**src/hdl/slc_pkg.sv**
```systemverilog
// Shared types and constants for the slope-compare line rasterizer.
// No dependencies; imported by every module of the block.
package slc_pkg;

	localparam int COORD_BITS  = 13;
	// |ay*dx - dy*ax| stays below 2^(2*COORD_BITS+1)
	localparam int ERR_BITS    = 2 * COORD_BITS + 2;
	localparam int DELTA_BITS  = COORD_BITS + 1;
	localparam int DIM_BITS    = 13;
	localparam int STRIDE_BITS = 16;
	localparam int BPP_BITS    = 6;
	localparam int OFFSET_BITS = 28;
	localparam int COLOR_BITS  = 32;
	localparam int STATUS_BITS = 3;

	localparam int CFG_DATA_BITS = 16;
	localparam int CFG_IDX_BITS  = 2;

	localparam int IN_FIELD_BITS  = 4 * COORD_BITS + COLOR_BITS;
	localparam int IN_DATA_BITS   = ((IN_FIELD_BITS + 7) / 8) * 8;
	localparam int OUT_FIELD_BITS = 2 * COORD_BITS + OFFSET_BITS + COLOR_BITS;
	localparam int OUT_DATA_BITS  = ((OUT_FIELD_BITS + 7) / 8) * 8;

	localparam logic [DIM_BITS-1:0]    RST_WIDTH  = DIM_BITS'(1920);
	localparam logic [DIM_BITS-1:0]    RST_HEIGHT = DIM_BITS'(1080);
	localparam logic [STRIDE_BITS-1:0] RST_STRIDE = STRIDE_BITS'(7680);
	localparam logic [BPP_BITS-1:0]    RST_BPP    = BPP_BITS'(32);

	localparam logic CMD_LOAD = 1'b0;
	localparam logic CMD_STEP = 1'b1;

	typedef enum logic [STATUS_BITS-1:0] {
		ST_WRITTEN = 3'd0,
		ST_CLIPPED = 3'd1,
		ST_ACCEPT  = 3'd2,
		ST_REJECT  = 3'd3,
		ST_IDLE    = 3'd4
	} status_t;

	typedef enum logic [CFG_IDX_BITS-1:0] {
		CFG_WIDTH  = 2'd0,
		CFG_HEIGHT = 2'd1,
		CFG_STRIDE = 2'd2,
		CFG_BPP    = 2'd3
	} cfg_idx_t;

	typedef enum logic [1:0] {
		DIR_FLAT = 2'd0,
		DIR_FALL = 2'd1,
		DIR_RISE = 2'd2
	} dir_t;

	typedef logic signed [COORD_BITS-1:0] coord_t;

	typedef struct packed {
		status_t                 status;
		coord_t                  x;
		coord_t                  y;
		logic [COLOR_BITS-1:0]   color;
		logic                    last;
	} pix_t;

	typedef struct packed {
		logic [DIM_BITS-1:0]    width;
		logic [DIM_BITS-1:0]    height;
		logic [STRIDE_BITS-1:0] stride;
		logic [BPP_BITS-1:0]    bpp;
	} cfg_t;

endpackage

```
**src/hdl/slope_compare_line_rasterizer.sv**
```systemverilog
// Line rasterizer: a load beat (tuser 0) takes a segment, each step beat (tuser 1) returns
// one pixel with its frame-buffer byte offset. One beat is accepted every clock unless the output
// stalls; each result passes through the stepper result register and then the offset register.
// The step choice uses a running error term updated by one add.
module slope_compare_line_rasterizer (
	input  logic                              clk,
	input  logic                              arst_n,
	input  logic                              cfg_we,
	input  logic [slc_pkg::CFG_IDX_BITS-1:0]  cfg_index,
	input  logic [slc_pkg::CFG_DATA_BITS-1:0] cfg_data,
	input  logic                              s_axis_tvalid,
	output logic                              s_axis_tready,
	// x_start, y_start, x_end, y_end, color, zero pad
	input  logic [slc_pkg::IN_DATA_BITS-1:0]  s_axis_tdata,
	// cmd
	input  logic                              s_axis_tuser,
	output logic                              m_axis_tvalid,
	input  logic                              m_axis_tready,
	// pixel_x, pixel_y, byte_offset, pixel_value, zero pad
	output logic [slc_pkg::OUT_DATA_BITS-1:0] m_axis_tdata,
	// status
	output logic [slc_pkg::STATUS_BITS-1:0]   m_axis_tuser,
	output logic                              m_axis_tlast
);
	import slc_pkg::*;

	cfg_t                   cfg_q;
	logic                   pix_valid, pix_ready;
	pix_t                   pix, out_pix;
	logic [OFFSET_BITS-1:0] out_offset;

	always_ff @(posedge clk or negedge arst_n) begin
		if (!arst_n) begin
			cfg_q.width  <= RST_WIDTH;
			cfg_q.height <= RST_HEIGHT;
			cfg_q.stride <= RST_STRIDE;
			cfg_q.bpp    <= RST_BPP;
		end else if (cfg_we) begin
			case (cfg_idx_t'(cfg_index))
				CFG_WIDTH:  cfg_q.width  <= cfg_data[DIM_BITS-1:0];
				CFG_HEIGHT: cfg_q.height <= cfg_data[DIM_BITS-1:0];
				CFG_STRIDE: cfg_q.stride <= cfg_data[STRIDE_BITS-1:0];
				CFG_BPP:    cfg_q.bpp    <= cfg_data[BPP_BITS-1:0];
				default: begin
				end
			endcase
		end
	end

	slc_stepper u_stepper (
		.clk       (clk),
		.arst_n    (arst_n),
		.in_valid  (s_axis_tvalid),
		.in_ready  (s_axis_tready),
		.cmd       (s_axis_tuser),
		.x_start   (coord_t'(s_axis_tdata[COORD_BITS-1:0])),
		.y_start   (coord_t'(s_axis_tdata[2*COORD_BITS-1:COORD_BITS])),
		.x_end     (coord_t'(s_axis_tdata[3*COORD_BITS-1:2*COORD_BITS])),
		.y_end     (coord_t'(s_axis_tdata[4*COORD_BITS-1:3*COORD_BITS])),
		.color     (s_axis_tdata[4*COORD_BITS+COLOR_BITS-1:4*COORD_BITS]),
		.cfg       (cfg_q),
		.pix_valid (pix_valid),
		.pix_ready (pix_ready),
		.pix       (pix)
	);

	slc_addr u_addr (
		.clk        (clk),
		.arst_n     (arst_n),
		.pix_valid  (pix_valid),
		.pix_ready  (pix_ready),
		.pix        (pix),
		.cfg        (cfg_q),
		.out_valid  (m_axis_tvalid),
		.out_ready  (m_axis_tready),
		.out_pix    (out_pix),
		.out_offset (out_offset)
	);

	assign m_axis_tdata = {(OUT_DATA_BITS - OUT_FIELD_BITS)'(0), out_pix.color, out_offset,
	                       out_pix.y, out_pix.x};
	assign m_axis_tuser = out_pix.status;
	assign m_axis_tlast = out_pix.last;

	// empty output stage always frees the input side
	assert property (@(posedge clk) disable iff (!arst_n)
		!m_axis_tvalid |-> s_axis_tready)
		else $error("input stalled with output stage empty");

	assert property (@(posedge clk) disable iff (!arst_n)
		m_axis_tvalid && (out_pix.status != ST_WRITTEN) |-> (out_offset == '0))
		else $error("byte offset on a beat that writes no pixel");

	assert property (@(posedge clk) disable iff (!arst_n)
		m_axis_tvalid && m_axis_tlast |->
			(out_pix.status == ST_WRITTEN) || (out_pix.status == ST_CLIPPED))
		else $error("last flag on a non-pixel beat");

	assert property (@(posedge clk) disable iff (!arst_n)
		pix_valid && ((pix.status == ST_ACCEPT) || (pix.status == ST_REJECT) ||
		(pix.status == ST_IDLE)) |-> (pix.x == '0) && (pix.y == '0) && (pix.color == '0))
		else $error("pixel fields set on a non-pixel beat");

endmodule

```
**src/hdl/slc_stepper.sv**
```systemverilog
// Segment state and one-pixel-per-beat stepping with an incremental error term.
// Depends on slc_pkg; feeds slc_addr through a registered result stage.
module slc_stepper (
	input  logic                           clk,
	input  logic                           arst_n,
	input  logic                           in_valid,
	output logic                           in_ready,
	input  logic                           cmd,
	input  slc_pkg::coord_t                x_start,
	input  slc_pkg::coord_t                y_start,
	input  slc_pkg::coord_t                x_end,
	input  slc_pkg::coord_t                y_end,
	input  logic [slc_pkg::COLOR_BITS-1:0] color,
	input  slc_pkg::cfg_t                  cfg,
	output logic                           pix_valid,
	input  logic                           pix_ready,
	output slc_pkg::pix_t                  pix
);
	import slc_pkg::*;

	coord_t                        col_q, row_q, tcol_q, trow_q;
	logic signed [DELTA_BITS-1:0]  dx_q, dy_q;
	logic signed [ERR_BITS-1:0]    err_q;
	logic [COLOR_BITS-1:0]         color_q;
	dir_t                          dir_q;
	logic                          active_q, first_q;

	pix_t                          pix_s1;
	logic                          valid_s1;

	logic                          accept;
	logic                          ld_reject;
	dir_t                          ld_dir;
	logic signed [DELTA_BITS-1:0]  ld_dx, ld_dy;
	logic signed [ERR_BITS-1:0]    dx_e, dy_e;
	coord_t                        col_n, row_n;
	logic signed [ERR_BITS-1:0]    err_n;
	logic                          is_last, in_win;
	pix_t                          pix_n;

	assign accept   = in_valid && in_ready;
	assign in_ready = !valid_s1 || pix_ready;

	assign ld_dx     = DELTA_BITS'(x_end) - DELTA_BITS'(x_start);
	assign ld_dy     = DELTA_BITS'(y_end) - DELTA_BITS'(y_start);
	assign ld_reject = (x_end <= x_start);
	assign ld_dir    = (y_end < y_start) ? DIR_FALL :
	                   (y_end > y_start) ? DIR_RISE : DIR_FLAT;

	assign dx_e = ERR_BITS'(dx_q);
	assign dy_e = ERR_BITS'(dy_q);

	// err = ay*dx - dy*ax, updated by one add per step
	always_comb begin
		col_n = col_q;
		row_n = row_q;
		err_n = err_q;
		if (first_q) begin
			col_n = coord_t'(col_q + coord_t'(1));
			if (dir_q == DIR_RISE) begin
				row_n = coord_t'(row_q + coord_t'(1));
				err_n = dx_e - dy_e;
			end else begin
				err_n = -dy_e;
			end
		end else begin
			case (dir_q)
				DIR_RISE: begin
					if (!err_q[ERR_BITS-1]) begin
						col_n = coord_t'(col_q + coord_t'(1));
						err_n = err_q - dy_e;
					end else begin
						row_n = coord_t'(row_q + coord_t'(1));
						err_n = err_q + dx_e;
					end
				end
				DIR_FALL: begin
					if (err_q <= 0) begin
						col_n = coord_t'(col_q + coord_t'(1));
						err_n = err_q - dy_e;
					end else begin
						row_n = coord_t'(row_q - coord_t'(1));
						err_n = err_q - dx_e;
					end
				end
				default: begin
					col_n = coord_t'(col_q + coord_t'(1));
				end
			endcase
		end
	end

	assign is_last = (col_n == tcol_q) && (row_n == trow_q);
	assign in_win  = !col_n[COORD_BITS-1] && !row_n[COORD_BITS-1] &&
	                 (DIM_BITS'(col_n[COORD_BITS-2:0]) < cfg.width) &&
	                 (DIM_BITS'(row_n[COORD_BITS-2:0]) < cfg.height);

	always_comb begin
		pix_n = '0;
		if (cmd == CMD_LOAD) begin
			pix_n.status = ld_reject ? ST_REJECT : ST_ACCEPT;
		end else if (!active_q) begin
			pix_n.status = ST_IDLE;
		end else begin
			pix_n.status = in_win ? ST_WRITTEN : ST_CLIPPED;
			pix_n.x      = col_n;
			pix_n.y      = row_n;
			pix_n.color  = color_q;
			pix_n.last   = is_last;
		end
	end

	always_ff @(posedge clk or negedge arst_n) begin
		if (!arst_n) begin
			active_q <= 1'b0;
			first_q  <= 1'b0;
			dir_q    <= DIR_FLAT;
			valid_s1 <= 1'b0;
		end else begin
			if (accept) begin
				valid_s1 <= 1'b1;
			end else if (pix_ready) begin
				valid_s1 <= 1'b0;
			end
			if (accept && (cmd == CMD_LOAD)) begin
				active_q <= !ld_reject;
				first_q  <= !ld_reject;
				if (!ld_reject) begin
					dir_q <= ld_dir;
				end
			end else if (accept && active_q) begin
				first_q <= 1'b0;
				if (is_last) begin
					active_q <= 1'b0;
				end
			end
		end
	end

	always_ff @(posedge clk) begin
		if (accept) begin
			pix_s1 <= pix_n;
			if ((cmd == CMD_LOAD) && !ld_reject) begin
				col_q   <= x_start;
				row_q   <= y_start;
				tcol_q  <= x_end;
				trow_q  <= y_end;
				dx_q    <= ld_dx;
				dy_q    <= ld_dy;
				err_q   <= '0;
				color_q <= color;
			end else if ((cmd == CMD_STEP) && active_q) begin
				col_q <= col_n;
				row_q <= row_n;
				err_q <= err_n;
			end
		end
	end

	assign pix_valid = valid_s1;
	assign pix       = pix_s1;

endmodule

```
**src/hdl/slc_addr.sv**
```systemverilog
// Frame-buffer byte offset stage and output register.
// Depends on slc_pkg; takes pixel results from slc_stepper.
module slc_addr (
	input  logic                            clk,
	input  logic                            arst_n,
	input  logic                            pix_valid,
	output logic                            pix_ready,
	input  slc_pkg::pix_t                   pix,
	input  slc_pkg::cfg_t                   cfg,
	output logic                            out_valid,
	input  logic                            out_ready,
	output slc_pkg::pix_t                   out_pix,
	output logic [slc_pkg::OFFSET_BITS-1:0] out_offset
);
	import slc_pkg::*;

	localparam int ROW_PROD_BITS = COORD_BITS - 1 + STRIDE_BITS;
	localparam int COL_PROD_BITS = COORD_BITS - 1 + BPP_BITS - 3;

	logic [ROW_PROD_BITS-1:0] row_prod;
	logic [COL_PROD_BITS-1:0] col_prod;
	logic [OFFSET_BITS-1:0]   offset_n;

	pix_t                     pix_s2;
	logic [OFFSET_BITS-1:0]   offset_s2;
	logic                     valid_s2;

	assign pix_ready = !valid_s2 || out_ready;

	// coordinates are non-negative whenever the pixel is written
	assign row_prod = ROW_PROD_BITS'(pix.y[COORD_BITS-2:0]) * ROW_PROD_BITS'(cfg.stride);
	assign col_prod = COL_PROD_BITS'(pix.x[COORD_BITS-2:0]) *
	                  COL_PROD_BITS'(cfg.bpp[BPP_BITS-1:3]);
	assign offset_n = (pix.status == ST_WRITTEN) ?
	                  OFFSET_BITS'(ROW_PROD_BITS'(row_prod + ROW_PROD_BITS'(col_prod))) : '0;

	always_ff @(posedge clk or negedge arst_n) begin
		if (!arst_n) begin
			valid_s2 <= 1'b0;
		end else if (pix_ready) begin
			valid_s2 <= pix_valid;
		end
	end

	always_ff @(posedge clk) begin
		if (pix_valid && pix_ready) begin
			pix_s2    <= pix;
			offset_s2 <= offset_n;
		end
	end

	assign out_valid  = valid_s2;
	assign out_pix    = pix_s2;
	assign out_offset = offset_s2;

endmodule

```
**config.mk**
```make
export PLATFORM = sky130hd
export DESIGN_NAME = slope_compare_line_rasterizer
export DESIGN_NICKNAME = d
export VERILOG_FILES = /design/src/hdl/slc_pkg.sv /design/src/hdl/slope_compare_line_rasterizer.sv /design/src/hdl/slc_stepper.sv /design/src/hdl/slc_addr.sv
export SDC_FILE = /design/constraint.sdc
export NUM_CORES = 1
export LEC_CHECK = 0
export BUFFER_PORTS_ARGS = -buffer_cell sky130_fd_sc_hd__buf_2
export CAP_MARGIN = 40
export CORE_UTILIZATION = 30
export CTS_CLUSTER_SIZE = 25
export DETAILED_ROUTE_END_ITERATION = 16
export GPL_TIMING_DRIVEN = 0
export SETUP_SLACK_MARGIN = 0.15
export SLEW_MARGIN = 20
export SYNTH_ARGS = -nofsm -noshare
export SYNTH_HDL_FRONTEND = slang
export SYNTH_HIERARCHICAL = 1
export SYNTH_SLANG_ARGS = --single-unit
```
**constraint.sdc**
```tcl
create_clock -name clk -period 14.7 [get_ports clk]
set_input_delay 2.205 -clock clk [delete_from_list [all_inputs] [get_ports clk]]
set_output_delay 2.205 -clock clk [all_outputs]
set_load 0.02 [all_outputs]
```
# Word level (Yosys, flattened, before mapping)
# Cells that the tools add are included.
# op_classes
add_sub_neg	11
n_mul	2
n_lt_le_gt_ge	6
n_eq_ne	7
mux	32
n_bitwise	2
reduce_logical	34
# ops
op	n
13-bit two-way mux	11
28-bit two-way mux	5
28-bit one-hot mux with 2 select lines	1
28-bit by 14-bit subtractor with 28-bit output	2
13-bit one-hot mux with 2 select lines	2
13-bit less-than comparator	3
28-bit by 14-bit adder with 28-bit output	1
28-bit by 15-bit adder with 28-bit output	1
28-bit by 1-bit <= comparator with 1-bit output, second input constant	1
12-bit by 17-bit multiplier with 28-bit output	1
14-bit negation with 28-bit output	1
13-bit by 13-bit subtractor with 14-bit output	2
13-bit by 2-bit adder with 13-bit output, second input constant	2
13-bit == test	2
2-bit AND reduction	9
15-bit by 3-bit multiplier with 15-bit output	1
14-bit by 14-bit subtractor with 15-bit output	1
13-bit greater-than comparator	1
13-bit <= comparator	1
13-bit by 2-bit subtractor with 13-bit output, second input constant	1
1-bit logical AND	10
1-bit two-way mux	9
2-bit nonzero test	4
2-bit == test, second input constant	3
10 further kinds	19
# word_totals
register_bits	346
inputBits	112
out_inout_bits	94

# Depth between registers and ports, before layout
# Gate-level depths: netlist (run 1).
# depth
word_depth	11
ltp_mapped	27
ltp_nobuf	26

# Cells and area by module
# The synthesis (run 1) kept the hierarchy.
# modules_own_cells
mod	instances	cells_each	area_each_um2	seq_area_each_um2
slc_stepper	1	1930	17169.0	6190.9
slc_addr	1	1064	10879.2	2727.6
slope_compare_line_rasterizer	1	106	1854.3	1217.4

# Least setup slack after synthesis (run 1)
# Ideal clock, no wire load.
# synth_path
kind	reg2reg
startpoint	register cfg_q[5] (netlist name)
endpoint	register u_addr.offset_s2[21] (netlist: u_addr/out_offset[21]) (data pin)
setup_ns	0.270
arrival_time_ns	6.876
t_required_ns	14.430
setup_slack_ns	7.555
path_stages_with_launch	27
path_buffers	1
period_less_slack_ns	7.145
cell_sequence	dfstp_2 -> clkbuf_1 -> nand2_1 -> fa_1 -> inv_1 -> ha_1 -> fa_1 -> a21o_1 -> a21oi_1 -> o211ai_1 -> a31o_2 -> a21oi_1 -> xnor2_1 -> fa_1 -> inv_1 -> fa_1 -> fa_1 -> inv_1 -> fa_1 -> ha_1 -> ha_1 -> nand2_1 -> or3_1 -> a211o_1 -> a311oi_2 -> o21a_1 -> nor3_1
# synth_via
elab_chain_cells	2
# synth_rtl
item	line	source
start: declaration	slope_compare_line_rasterizer.sv:27	cfg_t cfg_q;
15-bit by 3-bit multiplier with 15-bit output	slc_addr.sv:32	assign col_prod = COL_PROD_BITS'(pix.x[COORD_BITS-2:0]) *
28-bit by 15-bit adder with 28-bit output	slc_addr.sv:35	OFFSET_BITS'(ROW_PROD_BITS'(row_prod + ROW_PROD_BITS'(col_prod))) : '0;
end signal: assignment	slc_addr.sv:48	offset_s2 <= offset_n;
end: declaration	slc_addr.sv:25	logic [OFFSET_BITS-1:0] offset_s2;
# Every way passes these cells.
# A chain may end at the register's enable or synchronous reset.

# Final worst setup path (run 1)
# layout_path
startpoint	register cfg_q[5] (netlist name)
endpoint	register u_addr.offset_s2[26] (netlist: u_addr/out_offset[26]) (data pin)
# The elaborated chain is that of the path after synthesis.

==> flow_metrics.tcl, run 1 <==
set metrics [dict create \
    status "finished, final reports clean" \
    fmax_ghz 0.125 \
    cts_buffer_depth 3 \
    final_nets 3905 \
    crit_arrival_ps 8300 \
    finalCritPeriodShare_pct 54.4 \
    antenna_found_initial 6 \
    clock-sinks 343 \
    h-tree-depth 2 \
    syn_area_um2 29800 \
    reg2reg_to "u_addr/out_offset[26]" \
    clock_latency_ps 600 \
    postCtsHoldBufs 0 \
    ir_drop_mv 0.384 \
    hold_violations 0 \
    place_ws_ps 6670 \
    p_sw_mw 4.51 \
    track_usage_pct 18.8 \
    cts_made_buffers 42 \
    worst-setup-path-type "register to register" \
    ios 206 \
    hold_path_depth 0 \
    synthToLayoutAreaGrowth_pct 14.2 \
    p_sw_share_pct 50.2 \
    fillers 10200 \
    hold_class "register to register" \
    layout_setup_ws_ps 6710 \
    setup_tns_ps 0 \
    slew_violations 0 \
    io_buffers 199 \
    p_int_mw 4.47 \
    worst_hold_path.endpoint "u_addr/out_pix[23]" \
    powerDensity_nw_per_um2 264 \
    cts_tree "yes" \
    drt_first_pass_iters 6 \
    relSlewSlack_pct 37.9 \
    clk_pin_slew_ps 60 \
    cpPeakStageDelay_ps 600 \
    drt_iter0_markers 2005 \
    power_mw 8.97 \
    syn_area_per_cell_um2 9.63 \
    start_util_pct 30.3 \
    cts_setup_buffers 0 \
    p_seq_share_pct 15.5 \
    crit_top_cell "fa_1" \
    grt_max_degree 57 \
    fp.dieW_um 317 \
    gp_congestion 0.965 \
    fp-row-count 115 \
    via_per_inst 5.13 \
    grt_pass1_vias 23600 \
    combPwrFrac_pct 73.1 \
    maxCapViolations 0 \
    die_area_um2 101000 \
    die_height_um 317 \
    finalSetupViolations 0 \
    endpoint_kind "register" \
    worst_pin_slew_ps 927 \
    rsz0062_at_grt "false" \
    avgRoutedWirePerCell_um 20.5 \
    routed_wl_um 95800 \
    grt-ovfl-total 0 \
    root_buffer "clkbuf_16" \
    clkPwrFrac_pct 11.4 \
    ys_warn_count 6 \
    worst-path-max-fanout 10 \
    grt_pass1_wl_um 143000 \
    min_from "u_stepper/pix[23]" \
    placed_cell_area_um2 32700 \
    fin_crit_ps 7990 \
    cts_resized 0 \
    utilization_pct 34.6 \
    netlist_instances 3094 \
    drtAntennaViolNets 0 \
    worst_ep_required_time_ps 15010 \
    fin_area_um2 34000 \
    r2r_cells 26 \
    vias 24000 \
    crit_slowest_cell "a2111oi_0" \
    leakagePower_nw 14.8 \
    post-route-drc-count 0 \
    r2r-start "cfg_q[5]" \
    core-area_um2 98400 \
    r2r_slack_ps 6710 \
    fin_skew_ps 32.2 \
    drive_gt1_share_pct 12.3 \
    start_kind "register" \
    dp_hpwl_um 77200 \
]
## per-stage QoR
| step | hold WS, ps | instances |
|---|---|---|
| CTS | 405 | 4675 |
| finish | 409 | 4680 |
| global route | 421 | 4678 |
| detailed placement | 405 | 4597 |
| global placement | 401 | 4581 |
| floorplan | 400 | 3095 |
## flip-flops by register name, summed over array words and instances, names as in the netlist, 13 cells and up
register / flops
u_stepper/dx_q: 14
u_addr/out_pix: 62
u_stepper/tcol_q: 13
u_stepper/row_q: 13
u_stepper/trow_q: 13
u_stepper/err_q: 28
u_stepper/col_q: 13
u_stepper/dy_q: 14
u_stepper/color_q: 32
u_addr/out_offset: 28
cfg_q: 45
u_stepper/pix: 62
## metal layers
| metal | global-route usage (%) | vias to the layer above | routed length (um) |
|---|---|---|---|
| li1 | - | 11300 | - |
| met1 | 24.4 | 11700 | 40700 |
| met2 | 32.1 | 844 | 45900 |
| met3 | 2.32 | 170 | 5770 |
| met4 | 6.86 | 0 | 3430 |
| met5 | 0 | - | 0 |
## critical path, delay by kind of cell, from the launching register on
family          cells  cell delay, ps
compound gates     10            2450
xor+xnor            1             190
buf+inv             4             530
simple gates        2             200
fa+ha+maj           9            3800
flops               1             540
## worst max path at each step
stage                     depth (start not counted)     startpoint                     to
after floorplan                                  26       cfg_q[5]  u_addr/out_offset[21]
after global placement                            7  m_axis_tready     u_stepper/err_q[0]
after detailed placement                         26       cfg_q[5]  u_addr/out_offset[26]
after CTS                                        26       cfg_q[5]  u_addr/out_offset[26]
after global routing                             26       cfg_q[5]  u_addr/out_offset[26]
final                                            26       cfg_q[5]  u_addr/out_offset[26]
## power by group through the flow
stage          Sequential (mW)  Combinational (mW)  Clock, mW
2_1_floorplan             1.43                4.94          0
3_3_place_gp              1.42                6.46          0
3_5_place_dp              1.41                6.50          0
4_1_cts                   1.39                6.57       1.05
5_1_grt                   1.41                7.46       1.08
6_report                  1.39                6.56       1.02
## area by class of cell
type / count / area (um2) / area share, %
clock buffers: 52 / 1110 / 3.26
inverters: 357 / 1350 / 3.96
repair buffers: 217 / 1240 / 3.65
well taps: 1287 / 1610 / 4.73
multi-input cells: 2272 / 17900 / 52.6
plain buffers: 123 / 518 / 1.52
flip-flops and latches: 343 / 10100 / 29.6
diodes: 3 / 7.51 / 0.0221
clock inverters: 26 / 233 / 0.684
## cell usage in the layout (no fill, tap or decap), types with 16 or more instances in the layout
cell / instances
a211oi_1: 29
a21o_1: 56
a21oi_1: 173
a31oi_1: 22
and2_1: 97
and3_1: 51
buf_2: 213
clkbuf_1: 108
clkbuf_16: 42
dfrtp_1: 38
edfxtp_1: 292
fa_1: 173
ha_1: 264
inv_1: 355
mux2_2: 47
nand2_1: 306
nand2b_1: 46
nand3_1: 42
nand4_1: 32
nor2_1: 195
nor2b_1: 28
nor3_1: 71
nor4_1: 16
o211ai_1: 23
o21a_1: 24
o21ai_0: 151
o21bai_1: 17
o31ai_1: 16
or3_1: 23
xnor2_1: 116
xor2_1: 48
No activity file was read; power rests on OpenSTA's default activity.
==> run 2: changes to the inputs <==
--- a/config.mk
+++ b/config.mk
@@ -5,6 +5,7 @@
 export SDC_FILE = /design/constraint.sdc
 export NUM_CORES = 1
 export LEC_CHECK = 0
+export ABC_AREA = 1
 export BUFFER_PORTS_ARGS = -buffer_cell sky130_fd_sc_hd__buf_2
 export CAP_MARGIN = 40
 export CORE_UTILIZATION = 30
==> constraint.sdc (replaced) <==
create_clock -name clk -period 8.4 [get_ports clk]
set_input_delay 1.26 -clock clk [delete_from_list [all_inputs] [get_ports clk]]
set_output_delay 1.26 -clock clk [all_outputs]
set_load 0.02 [all_outputs]
==> run 2 against run 1 <==
Effect of this change:
- combinational power up 35%
- flip-flop and latch count stayed put
- first-iteration DRC count grew 15%
- non-clock buffer count increased by 8
- critical path type unchanged
==> flow_metrics.tcl, run 2 <==
set metrics [dict create \
    maxCapViolations 0 \
    cpPeakStageDelay_ps 570 \
    crit_slowest_cell "dfstp_2" \
    avgRoutedWirePerCell_um 18.6 \
    r2r-start "cfg_q[5]" \
    powerDensity_nw_per_um2 368 \
    p_sw_mw 6.97 \
    startpoint "cfg_q[5]" \
    worst-setup-path-type "register to register" \
    grt-ovfl-total 0 \
    crit_top_cell "nand2_1" \
    drt_first_pass_iters 6 \
    clock_latency_ps 650 \
    grt_max_degree 62 \
    finalSetupViolations 0 \
    core-area_um2 104000 \
    fmax_ghz 0.142 \
    cts_buffer_depth 3 \
    die_area_um2 106000 \
    worst_pin_slew_ps 915 \
    rsz0062_at_grt "false" \
    io_buffers 197 \
    clk_pin_slew_ps 60 \
    hold_class "register to register" \
    setup_tns_ps 0 \
    post-route-drc-count 0 \
    drtAntennaViolNets 0 \
    synthToLayoutAreaGrowth_pct 14.3 \
    endpoint_kind "register" \
    crit_arrival_ps 7530 \
    grt_pass1_vias 26800 \
    track_usage_pct 19.9 \
    netlist_instances 4049 \
    ios 206 \
    vias 27800 \
    grt_pass1_wl_um 161000 \
    utilization_pct 34.7 \
    clkPwrFrac_pct 14.8 \
    r2r_slack_ps 1340 \
    final_nets 4854 \
    worstSetupEndpoint "u_addr/out_offset[25]" \
    routed_wl_um 106000 \
    start_util_pct 30.4 \
    worst-path-max-fanout 10 \
    ys_warn_count 6 \
    layout_common_cells "nand2_1 (1,036), inv_1 (741), nor2_1 (303), edfxtp_1 (292), ha_1 (264)" \
    root_buffer "clkbuf_16" \
    finalCritPeriodShare_pct 84.0 \
    hold_violations 0 \
    h-tree-depth 2 \
    cts_made_buffers 45 \
    start_kind "register" \
    p_seq_share_pct 18.3 \
    drt_iter0_markers 2300 \
    cts_tree "yes" \
    fin_skew_ps 64.0 \
    die_height_um 326 \
    worst_ep_required_time_ps 8870 \
    reg2reg_to "u_addr/out_offset[25]" \
    syn_area_per_cell_um2 7.78 \
    antenna_found_initial 17 \
    p_int_mw 6.29 \
    postCtsHoldBufs 0 \
    dp_hpwl_um 86700 \
    fp.dieW_um 326 \
    fin_crit_ps 7060 \
    p_sw_share_pct 52.6 \
    slew_violations 0 \
    clock-sinks 343 \
    cts_resized 0 \
    via_per_inst 4.85 \
    r2r_cells 32 \
    leakagePower_nw 17.8 \
    syn_area_um2 31500 \
    fp-row-count 118 \
    status "finished, final reports clean" \
    drive_gt1_share_pct 9.38 \
    final_common_cell "nand2_1" \
    combPwrFrac_pct 66.9 \
    relSlewSlack_pct 39.0 \
    ir_drop_mv 0.440 \
    cts_setup_buffers 0 \
    gp_congestion 0.965 \
]
==> run 2: worst max-delay path: cells and delay by family, from the launching register on <==
family | cells | cell delay [ps]
AND/OR/NAND/NOR | 17 | 1540
flip-flops | 1 | 570
XOR/XNOR | 1 | 300
buffers and inverters | 5 | 670
adder cells (fa/ha/maj) | 9 | 3800
==> run 2: how the worst min path moves through the flow <==
stage                      start  slack [ps]  cells after the start                 end
2_1_floorplan   u_stepper/pix[0]         400                      0   u_addr/out_pix[0]
3_3_place_gp   u_stepper/pix[17]         400                      0  u_addr/out_pix[17]
3_5_place_dp   u_stepper/pix[13]         400                      0  u_addr/out_pix[13]
4_1_cts        u_stepper/pix[24]         420                      0  u_addr/out_pix[24]
5_1_grt        u_stepper/pix[19]         420                      0  u_addr/out_pix[19]
6_report       u_stepper/pix[32]         410                      0  u_addr/out_pix[32]
==> run 2: metrics by stage <==
step	instance area [um2]	cells	hold slack [ps]	power, mW	setup WS, ps
CTS	36000	5719	418	13.3	1360
global route	36000	5721	421	14.7	883
global placement	34200	5627	401	11.2	-322
finish	36000	5722	414	13.3	1340
detailed placement	34500	5636	405	11.3	1390
floorplan	31500	4050	400	8.80	2180
==> run 2: area by class of cell <==
type | count | area (um2)
clock buffers | 51 | 1150
inverters | 757 | 2850
diodes | 1 | 2.50
well taps | 1380 | 1730
clock inverters | 32 | 345
plain buffers | 140 | 629
flip-flops and latches | 343 | 10100
repair buffers | 208 | 1230
fillers | 10900 | 67800
multi-input cells | 2810 | 18000
==> run 2: per-layer routing <==
layer | routed length [um] | GRT usage, % | part of all wire, % | vias up
met2 | 47400 | 31.7 | 45 | 1043
met5 | 114 | 0 | 0.11 | -
met4 | 4560 | 7.98 | 4.3 | 20
met1 | 46700 | 26.5 | 44 | 13000
li1 | - | - | - | 13500
met3 | 7610 | 3.50 | 7.2 | 184
==> run 2: power by group through the flow <==
stage	clock (mW)	combinational (mW)	sequential, mW
3_5_place_dp	0	8.81	2.46
5_1_grt	2.08	10.2	2.44
4_1_cts	2.03	8.88	2.42
6_report	1.96	8.87	2.42
3_3_place_gp	0	8.69	2.48
2_1_floorplan	0	6.32	2.48
